$ cat config.mk
export PLATFORM = sky130hd
export DESIGN_NAME = hid_report_length_parser_flat
export DESIGN_NICKNAME = d
export VERILOG_FILES = /design/src/rtl/core/hrlp_pkg.sv /design/src/rtl/core/hrlp_req_if.sv /design/src/rtl/core/hrlp_rsp_if.sv /design/src/rtl/core/hid_report_length_parser.sv /design/src/rtl/core/hrlp_step.sv /design/src/flat_wrapper.sv
export SDC_FILE = /design/constraint.sdc
export NUM_CORES = 1
export LEC_CHECK = 0
export BUFFER_PORTS_ARGS = -buffer_cell sky130_fd_sc_hd__buf_2
export CAP_MARGIN = 20
export CORE_MARGIN = 8
export CORE_UTILIZATION = 57
export CTS_BUF_LIST = sky130_fd_sc_hd__clkbuf_16
export DETAILED_ROUTE_END_ITERATION = 10
export GPL_TIMING_DRIVEN = 0
export HOLD_SLACK_MARGIN = 0.05
export PLACE_DENSITY_LB_ADDON = 0.08
export SYNTH_ARGS = -nofsm -noshare
export SYNTH_HDL_FRONTEND = slang
export SYNTH_HIERARCHICAL = 1
export SYNTH_SLANG_ARGS = --single-unit
$ cat constraint.sdc
create_clock -name clock -period 8 [get_ports clock]
set_input_delay 0.8 -clock clock [delete_from_list [all_inputs] [get_ports clock]]
set_output_delay 0.8 -clock clock [all_outputs]
set_load 0.01 [all_outputs]
$ cat src/rtl/core/hrlp_pkg.sv
package hrlp_pkg;

   localparam logic [1:0] SIZE_CODE_FOUR   = 2'd3;
   localparam logic [2:0] SIZE_FOUR_BYTES  = 3'd4;
   localparam logic [1:0] TYPE_MAIN        = 2'd0;
   localparam logic [1:0] TYPE_GLOBAL      = 2'd1;
   localparam logic [3:0] TAG_REPORT_SIZE  = 4'd7;
   localparam logic [3:0] TAG_REPORT_COUNT = 4'd9;
   localparam logic [3:0] TAG_INPUT        = 4'd8;
   localparam logic [3:0] TAG_OUTPUT       = 4'd9;
   localparam logic [3:0] TAG_FEATURE      = 4'd11;
   localparam logic [1:0] KEPT_DATA_BYTES  = 2'd2;
   localparam logic [15:0] BIT_SUM_MAX     = 16'hFFFF;

   localparam int          CSR_ADDR_WIDTH  = 3;
   localparam logic        CSR_MAX_REPORT  = 1'b0;
   localparam logic        CSR_DEF_REPORT  = 1'b1;
   localparam logic [7:0]  MAX_REPORT_RESET = 8'd64;
   localparam logic [7:0]  DEF_REPORT_RESET = 8'd64;

   typedef struct packed {
      logic [2:0]  bytes_left;
      logic [1:0]  item_type;
      logic [3:0]  item_tag;
      logic [15:0] item_value;
      logic [1:0]  byte_pos;
      logic [15:0] field_size;
      logic [15:0] field_count;
      logic [15:0] bit_sum;
   } parse_state_type;

   typedef struct packed {
      logic [7:0]  report_bytes;
      logic [15:0] report_bits;
      logic        truncated;
   } result_type;

   typedef struct packed {
      logic [7:0] max_report_bytes;
      logic [7:0] default_report_bytes;
   } csr_type;

endpackage

$ cat src/rtl/core/hrlp_req_if.sv
interface hrlp_req_if;
   logic       valid;
   logic       ready;
   logic [7:0] desc_byte;
   logic       last_byte;

   modport source (output valid, output desc_byte, output last_byte, input ready);
   modport sink (input valid, input desc_byte, input last_byte, output ready);
endinterface

$ cat src/rtl/core/hrlp_rsp_if.sv
interface hrlp_rsp_if;
   logic        valid;
   logic        ready;
   logic [7:0]  report_bytes;
   logic [15:0] report_bits;
   logic        truncated;

   modport source (output valid, output report_bytes, output report_bits,
                   output truncated, input ready);
   modport sink (input valid, input report_bytes, input report_bits,
                 input truncated, output ready);
endinterface

$ cat src/rtl/core/hid_report_length_parser.sv
// Channel  Dir  Interface    Payload
// req_ch   in   hrlp_req_if  desc_byte[7:0], last_byte
// rsp_ch   out  hrlp_rsp_if  report_bytes[7:0], report_bits[15:0], truncated
// csr_*    in   APB          max_report_bytes (0x0), default_report_bytes (0x4)
//
// One descriptor word per cycle while no last word is blocked; a result loads
// the result register as its last word leaves the input register. The parse step
// (decode, 16x16 multiply, saturating add, round and clamp) sits between them.
// A stalled result blocks only a last word; other words keep flowing.
// Synchronous active-high reset clears parse state and valids and presets the CSRs.
module hid_report_length_parser (
   input  logic                                  clock,
   input  logic                                  reset,
   hrlp_req_if.sink                              req_ch,
   hrlp_rsp_if.source                            rsp_ch,
   input  logic                                  csr_psel,
   input  logic                                  csr_penable,
   input  logic                                  csr_pwrite,
   input  logic [hrlp_pkg::CSR_ADDR_WIDTH-1:0]   csr_paddr,
   input  logic [31:0]                           csr_pwdata,
   output logic [31:0]                           csr_prdata,
   output logic                                  csr_pready
);
   import hrlp_pkg::*;

   csr_type         csr_ff, csr_in;
   parse_state_type state_ff, state_in, state_next;
   result_type      result, result_ff, result_in;
   logic            in_valid_ff, in_valid_in;
   logic [7:0]      in_byte_ff, in_byte_in;
   logic            in_last_ff, in_last_in;
   logic            rsp_valid_ff, rsp_valid_in;
   logic            advance;
   logic            csr_write;

   assign csr_pready = 1'b1;
   assign csr_write  = csr_psel && csr_penable && csr_pwrite;

   always_comb begin
      csr_in = csr_ff;
      if (csr_write) begin
         case (csr_paddr[2])
            CSR_MAX_REPORT: csr_in.max_report_bytes     = csr_pwdata[7:0];
            CSR_DEF_REPORT: csr_in.default_report_bytes = csr_pwdata[7:0];
            default:        csr_in = csr_ff;
         endcase
      end
   end

   always_comb begin
      case (csr_paddr[2])
         CSR_MAX_REPORT: csr_prdata = {24'd0, csr_ff.max_report_bytes};
         CSR_DEF_REPORT: csr_prdata = {24'd0, csr_ff.default_report_bytes};
         default:        csr_prdata = '0;
      endcase
   end

   assign advance      = in_valid_ff && (!in_last_ff || !rsp_valid_ff || rsp_ch.ready);
   assign req_ch.ready = !in_valid_ff || advance;

   always_comb begin
      in_valid_in = in_valid_ff;
      in_byte_in  = in_byte_ff;
      in_last_in  = in_last_ff;
      if (req_ch.ready) begin
         in_valid_in = req_ch.valid;
         in_byte_in  = req_ch.desc_byte;
         in_last_in  = req_ch.last_byte;
      end
   end

   hrlp_step u_step (
      .state      (state_ff),
      .desc_byte  (in_byte_ff),
      .last_byte  (in_last_ff),
      .csr        (csr_ff),
      .state_next (state_next),
      .result     (result)
   );

   assign state_in = advance ? state_next : state_ff;

   always_comb begin
      rsp_valid_in = rsp_valid_ff && !rsp_ch.ready;
      result_in    = result_ff;
      if (advance && in_last_ff) begin
         rsp_valid_in = 1'b1;
         result_in    = result;
      end
   end

   always_ff @(posedge clock) begin
      if (reset) begin
         csr_ff       <= '{max_report_bytes: MAX_REPORT_RESET,
                           default_report_bytes: DEF_REPORT_RESET};
         state_ff     <= '0;
         in_valid_ff  <= 1'b0;
         rsp_valid_ff <= 1'b0;
      end else begin
         csr_ff       <= csr_in;
         state_ff     <= state_in;
         in_valid_ff  <= in_valid_in;
         rsp_valid_ff <= rsp_valid_in;
      end
   end

   always_ff @(posedge clock) begin
      in_byte_ff <= in_byte_in;
      in_last_ff <= in_last_in;
      result_ff  <= result_in;
   end

   assign rsp_ch.valid        = rsp_valid_ff;
   assign rsp_ch.report_bytes = result_ff.report_bytes;
   assign rsp_ch.report_bits  = result_ff.report_bits;
   assign rsp_ch.truncated    = result_ff.truncated;

`ifndef SYNTH
   a_ready_low_holds_word: assert property (@(posedge clock) disable iff (reset)
      !req_ch.ready |-> (in_valid_ff && in_last_ff && rsp_valid_ff))
      else $error("input stalled without a blocked last word");

   a_last_makes_result: assert property (@(posedge clock) disable iff (reset)
      (advance && in_last_ff) |=> rsp_valid_ff)
      else $error("last word did not load a result");

   a_last_clears_state: assert property (@(posedge clock) disable iff (reset)
      (advance && in_last_ff) |=> (state_ff == '0))
      else $error("parse state not cleared after last word");

   a_bytes_left_range: assert property (@(posedge clock) disable iff (reset)
      state_ff.bytes_left <= SIZE_FOUR_BYTES)
      else $error("item data count out of range");

   a_zero_sum_default: assert property (@(posedge clock) disable iff (reset)
      (rsp_valid_ff && (result_ff.report_bits == 16'd0)) |->
      (result_ff.report_bytes == csr_ff.default_report_bytes))
      else $error("empty descriptor did not give default length");
`endif

endmodule

$ cat src/rtl/core/hrlp_step.sv
module hrlp_step (
   input  hrlp_pkg::parse_state_type state,
   input  logic [7:0]                desc_byte,
   input  logic                      last_byte,
   input  hrlp_pkg::csr_type         csr,
   output hrlp_pkg::parse_state_type state_next,
   output hrlp_pkg::result_type      result
);
   import hrlp_pkg::*;

   parse_state_type item;
   logic            apply;
   logic [31:0]     product;
   logic [32:0]     sum_wide;
   logic [15:0]     sum_sat;
   logic [15:0]     bit_sum_new;
   logic [16:0]     round_up;
   logic [13:0]     len_full;
   logic [7:0]      len_clamped;
   logic            is_data_main;

   always_comb begin
      item = state;
      if (state.bytes_left == 3'd0) begin
         item.item_type  = desc_byte[3:2];
         item.item_tag   = desc_byte[7:4];
         item.item_value = '0;
         item.byte_pos   = '0;
         item.bytes_left = (desc_byte[1:0] == SIZE_CODE_FOUR) ? SIZE_FOUR_BYTES
                                                              : {1'b0, desc_byte[1:0]};
         apply           = (desc_byte[1:0] == 2'd0);
      end else begin
         if (state.byte_pos < KEPT_DATA_BYTES) begin
            if (state.byte_pos[0]) begin
               item.item_value[15:8] = state.item_value[15:8] | desc_byte;
            end else begin
               item.item_value[7:0] = state.item_value[7:0] | desc_byte;
            end
         end
         item.byte_pos   = state.byte_pos + 2'd1;
         item.bytes_left = state.bytes_left - 3'd1;
         apply           = (state.bytes_left == 3'd1);
      end
   end

   assign product  = state.field_size * state.field_count;
   assign sum_wide = {17'd0, state.bit_sum} + {1'b0, product};
   assign sum_sat  = (sum_wide > {17'd0, BIT_SUM_MAX}) ? BIT_SUM_MAX : sum_wide[15:0];

   assign is_data_main = (item.item_type == TYPE_MAIN) &&
                         ((item.item_tag == TAG_INPUT) || (item.item_tag == TAG_OUTPUT) ||
                          (item.item_tag == TAG_FEATURE));

   always_comb begin
      state_next = item;
      if (apply) begin
         if (item.item_type == TYPE_GLOBAL) begin
            if (item.item_tag == TAG_REPORT_SIZE) begin
               state_next.field_size = item.item_value;
            end else if (item.item_tag == TAG_REPORT_COUNT) begin
               state_next.field_count = item.item_value;
            end
         end else if (is_data_main) begin
            state_next.bit_sum = sum_sat;
         end
      end
      if (last_byte) begin
         state_next = '0;
      end
   end

   assign bit_sum_new = (apply && is_data_main) ? sum_sat : state.bit_sum;
   assign round_up    = {1'b0, bit_sum_new} + 17'd7;
   assign len_full    = round_up[16:3];
   assign len_clamped = (len_full > {6'd0, csr.max_report_bytes}) ? csr.max_report_bytes
                                                                 : len_full[7:0];

   assign result.report_bytes = (bit_sum_new == 16'd0) ? csr.default_report_bytes
                                                       : len_clamped;
   assign result.report_bits  = bit_sum_new;
   assign result.truncated    = (item.bytes_left != 3'd0);

endmodule

$ cat src/flat_wrapper.sv
// flat-port wrapper written by rule: the top's interface ports become plain ports
module hid_report_length_parser_flat import hrlp_pkg::*;
  (clock, reset, csr_psel, csr_penable, csr_pwrite, csr_paddr, csr_pwdata, csr_prdata, csr_pready, req_ch_valid, req_ch_desc_byte, req_ch_last_byte, req_ch_ready, rsp_ch_valid, rsp_ch_report_bytes, rsp_ch_report_bits, rsp_ch_truncated, rsp_ch_ready);
  hrlp_req_if req_ch_i ();
  hrlp_rsp_if rsp_ch_i ();
  input  logic clock;
  input  logic reset;
  input  logic csr_psel;
  input  logic csr_penable;
  input  logic csr_pwrite;
  input  logic [hrlp_pkg::CSR_ADDR_WIDTH-1:0] csr_paddr;
  input  logic [31:0] csr_pwdata;
  output logic [31:0] csr_prdata;
  output logic csr_pready;
  input wire logic [$bits(req_ch_i.valid)-1:0] req_ch_valid;
  input wire logic [$bits(req_ch_i.desc_byte)-1:0] req_ch_desc_byte;
  input wire logic [$bits(req_ch_i.last_byte)-1:0] req_ch_last_byte;
  output wire logic [$bits(req_ch_i.ready)-1:0] req_ch_ready;
  output wire logic [$bits(rsp_ch_i.valid)-1:0] rsp_ch_valid;
  output wire logic [$bits(rsp_ch_i.report_bytes)-1:0] rsp_ch_report_bytes;
  output wire logic [$bits(rsp_ch_i.report_bits)-1:0] rsp_ch_report_bits;
  output wire logic [$bits(rsp_ch_i.truncated)-1:0] rsp_ch_truncated;
  input wire logic [$bits(rsp_ch_i.ready)-1:0] rsp_ch_ready;
  assign req_ch_i.valid = req_ch_valid;
  assign req_ch_i.desc_byte = req_ch_desc_byte;
  assign req_ch_i.last_byte = req_ch_last_byte;
  assign req_ch_ready = req_ch_i.ready;
  assign rsp_ch_valid = rsp_ch_i.valid;
  assign rsp_ch_report_bytes = rsp_ch_i.report_bytes;
  assign rsp_ch_report_bits = rsp_ch_i.report_bits;
  assign rsp_ch_truncated = rsp_ch_i.truncated;
  assign rsp_ch_i.ready = rsp_ch_ready;
  hid_report_length_parser u_core (.clock(clock), .reset(reset), .req_ch(req_ch_i), .rsp_ch(rsp_ch_i), .csr_psel(csr_psel), .csr_penable(csr_penable), .csr_pwrite(csr_pwrite), .csr_paddr(csr_paddr), .csr_pwdata(csr_pwdata), .csr_prdata(csr_prdata), .csr_pready(csr_pready));
endmodule
==> flow_summary.json <==
{
  "hold_depth": 2,
  "timing.rr.end": "u_core/rsp_ch.report_bytes[6]",
  "clk_pin_slew_ps": 60,
  "end_kind": "register",
  "worst_setup_path_start_kind": "register",
  "cts-htree-levels": 4,
  "wl_met1_microns": 20100,
  "internal_power_w": 0.001182,
  "seqPwrFrac": 0.427,
  "period_minus_slack_ps": 8780,
  "period_share": 1.097,
  "viasPerCell": 5.538,
  "wire_per_inst_microns": 19.00,
  "synth_seq_cells": 127,
  "seq_area_frac_synth": 0.1714,
  "slew_headroom": 0.2245,
  "avgSynthCellArea_sq_um": 8.716,
  "hold_path_end": "u_core/csr_ff[4]",
  "yosysWarnings": 6,
  "r2r_setup_slack_ps": -780,
  "clock_skew_ps": 8.571,
  "grtUsageTotal": 0.2706,
  "critPathTopFamily": "adder cells",
  "grt_pass1_wl_microns": 75790,
  "crit_type": "reg2reg",
  "crit_fanout": 8,
  "drt_iter0_markers": 1017,
  "synth_top_cell_area_share": 0.2511,
  "async_reset_ff_frac": 0,
  "final_common_cell": "inv_1",
  "portBuffers": 58,
  "netSwitchingFraction": 0.2495,
  "antenna_found_initial": 0,
  "violations": "negative setup slack",
  "finalNonFillerCells": 2515,
  "final_hold_viol_count": 0,
  "hold_ws_ps": 469.2,
  "die-area_sq_um": 35260,
  "outcome": "finished, violations left",
  "start_util": 0.5736,
  "peakVddDrop_v": 0.0001767,
  "via_count": 13930,
  "cts_buffers": 17,
  "routed-wl-met2_microns": 23650,
  "firstDrtPassIters": 5,
  "antenna_left": 0,
  "syn-cell-area_sq_um": 16820,
  "grt.overflow.total": 0,
  "wl_microns": 47790,
  "critPathRequiredTime_ps": 8180,
  "synth.largest_area_cell": "fa_1",
  "drc": 0,
  "clkPwrFrac": 0.476,
  "root_buffer": "clkbuf_16",
  "cts_tree": "built",
  "die_w_microns": 187.8,
  "hp-start": "u_core/csr_ff[4]",
  "min_path_type": "reg2reg",
  "area_growth_pct": 20.14,
  "cts.sinks": 127,
  "grt_setup_unrepaired": "true",
  "syn_inst": 1930,
  "grt_max_degree": 26,
  "finalMaxSlewViolations": 0,
  "diodes": 0,
  "clk_path_buf_depth": 2,
  "dp_cells": 2402,
  "core-area_sq_um": 29320,
  "synth.area.top_cells": "fa_1 (25%), dfxtp_1 (11%), ha_1 (9.0%), inv_1 (6.8%), edfxtp_1 (6.1%)",
  "clock.fmax_mhz": 113.9,
  "die_h_microns": 187.8,
  "critical_path_arrival_ps": 8960,
  "tightestPinTransition_ps": 1156,
  "maxCapViolCount": 0,
  "setup_viol": 8,
  "clkLatencyLatePin_ps": 430,
  "row_count": 63,
  "cp_common_cell": "fa_1",
  "ios": 111,
  "fin_area_sq_um": 20210,
  "final_nets": 2495,
  "routabilityCongestion": 0.9382,
  "postLayoutSetupSlackWorst_ps": -779.7,
  "dp.final_hpwl_microns": 35900,
  "synth_edf_count": 34,
  "r2r-start": "u_core/state_ff[41]",
  "cp.buffers_inverters": 9,
  "synth_ff_type": "dfxtp_1",
  "p_comb_frac": 0.097,
  "final_cell_mix": "inv_1 (295), fa_1 (202), nand2_1 (200)",
  "rr_worst_depth": 35,
  "drive_gt1_frac": 0.2028,
  "max_stage_delay_ps": 540,
  "leakage_nw": 9.408,
  "top_layer": "met4",
  "grt_pass1_vias": 14280,
  "p_switching_w": 0.0003931,
  "dpl_cell_area_sq_um": 18220,
  "wl_met3_microns": 2962,
  "total_power_w": 0.001575,
  "fill_cells": 2353,
  "yosysUniqueCellTypes": 77,
  "crit_slowest_cell": "fa_1",
  "cellPowerDensity_nw_per_um2": 77.95
}
## through the flow
| step | TNS [ps] | util | setup WS [ps] |
|---|---|---|---|
| after global placement | -13060 | 0.6212 | -1722 |
| after global routing | -8347 | 0.6892 | -1106 |
| after CTS | -5111 | 0.6818 | -702.2 |
| after floorplan | -1558 | - | -255.4 |
| final | -5743 | 0.6892 | -779.7 |
| after detailed placement | -12870 | 0.6214 | -1686 |
## worst reg2reg max path, delay by kind of cell, from the launching register on
kind            cells  cell delay (ps)
compound gates      6             1050
xor+xnor            2              410
fa+ha+maj           8             3520
buf+inv             9             1090
flops               1              360
mux                 2              580
simple gates        8             1520
## cell usage after synthesis (15+ instances only)
| library cell | instances |
|---|---|
| buf_4 | 30 |
| fa_1 | 211 |
| clkbuf_1 | 70 |
| xor2_1 | 21 |
| o21ai_0 | 31 |
| dfxtp_1 | 93 |
| nand2b_1 | 158 |
| nor2_1 | 88 |
| a21oi_1 | 82 |
| ha_1 | 121 |
| inv_1 | 305 |
| nand2_1 | 212 |
| o22a_1 | 32 |
| buf_2 | 15 |
| nor2b_1 | 18 |
| and2_1 | 112 |
| edfxtp_1 | 34 |
| nor3_1 | 27 |
| mux2_2 | 17 |
| mux2i_1 | 84 |
## per-layer routing
metal / GRT usage / vias to the layer above
li1: - / 6481
met1: 0.3441 / 6926
met2: 0.4649 / 461
met3: 0.04402 / 60
met4: 0.08545 / 0
met5: 0 / -
## worst max path at each step
stage / to / start / slack (ps) / depth (start not counted)
3_5_place_dp: u_core/rsp_ch.report_bytes[2] / u_core/state_ff[32] / -1690 / 35
3_3_place_gp: u_core/rsp_ch.report_bytes[2] / u_core/state_ff[32] / -1720 / 35
6_report: u_core/rsp_ch.report_bytes[6] / u_core/state_ff[41] / -780 / 35
2_1_floorplan: u_core/rsp_ch.report_bytes[1] / u_core/state_ff[22] / -260 / 37
4_1_cts: u_core/rsp_ch.report_bytes[6] / u_core/state_ff[19] / -700 / 38
5_1_grt: u_core/rsp_ch.report_bytes[2] / u_core/state_ff[23] / -1110 / 38
## power by group through the flow
stage | sequential (W) | combinational (W) | clock (W)
2_1_floorplan | 0.000692 | 0.000102 | 0
3_3_place_gp | 0.000693 | 0.000140 | 0
3_5_place_dp | 0.000693 | 0.000142 | 0
4_1_cts | 0.000673 | 0.000149 | 0.000764
5_1_grt | 0.000673 | 0.000164 | 0.000790
6_report | 0.000672 | 0.000153 | 0.000750
## cell type report
| class | instances | area [sq um] | share of cell area |
|---|---|---|---|
| buffer | 121 | 1159 | 0.05733 |
| clock buffer | 20 | 500.5 | 0.02476 |
| tap | 390 | 488.0 | 0.02415 |
| sequential | 127 | 2984 | 0.1477 |
| timing repair buffer | 143 | 1027 | 0.05083 |
| inverter | 305 | 1145 | 0.05665 |
| clock inverter | 12 | 78.83 | 0.003900 |
| multi-input combinational | 1397 | 12830 | 0.6347 |
## logic make-up after synthesis
logic type	after synthesis	synth area share
DFF	127	0.1714
other	2	0.0004465
xor gates and xnor gates	29	0.01510
AOI/OAI and AO/OA	231	0.09157
adders and majority gates	332	0.3411
muxes	107	0.06538
and+or+nand+nor	673	0.2083
buffers and inverters	429	0.1067
## flip-flops by register name, summed over array words and instances (netlist names)
name / cells
u_core/csr_ff: 16
u_core/in_byte_ff: 8
u_core/in_last_ff: 1
u_core/in_valid_ff: 1
u_core/rsp_ch.report_bits: 16
u_core/rsp_ch.report_bytes: 8
u_core/rsp_ch.truncated: 1
u_core/rsp_ch.valid: 1
u_core/state_ff: 75
## repair_timing
| item | CTS | global route |
|---|---|---|
| hold buffers | 0 | 0 |
| pin swaps | 52 | 16 |
| setup endpoints to repair | 8 | 8 |
| buffers inserted | 74 | 8 |
| gates resized for setup | 126 | 42 |
| cloned | 0 | 1 |
(Power assumes the default switching activity.)
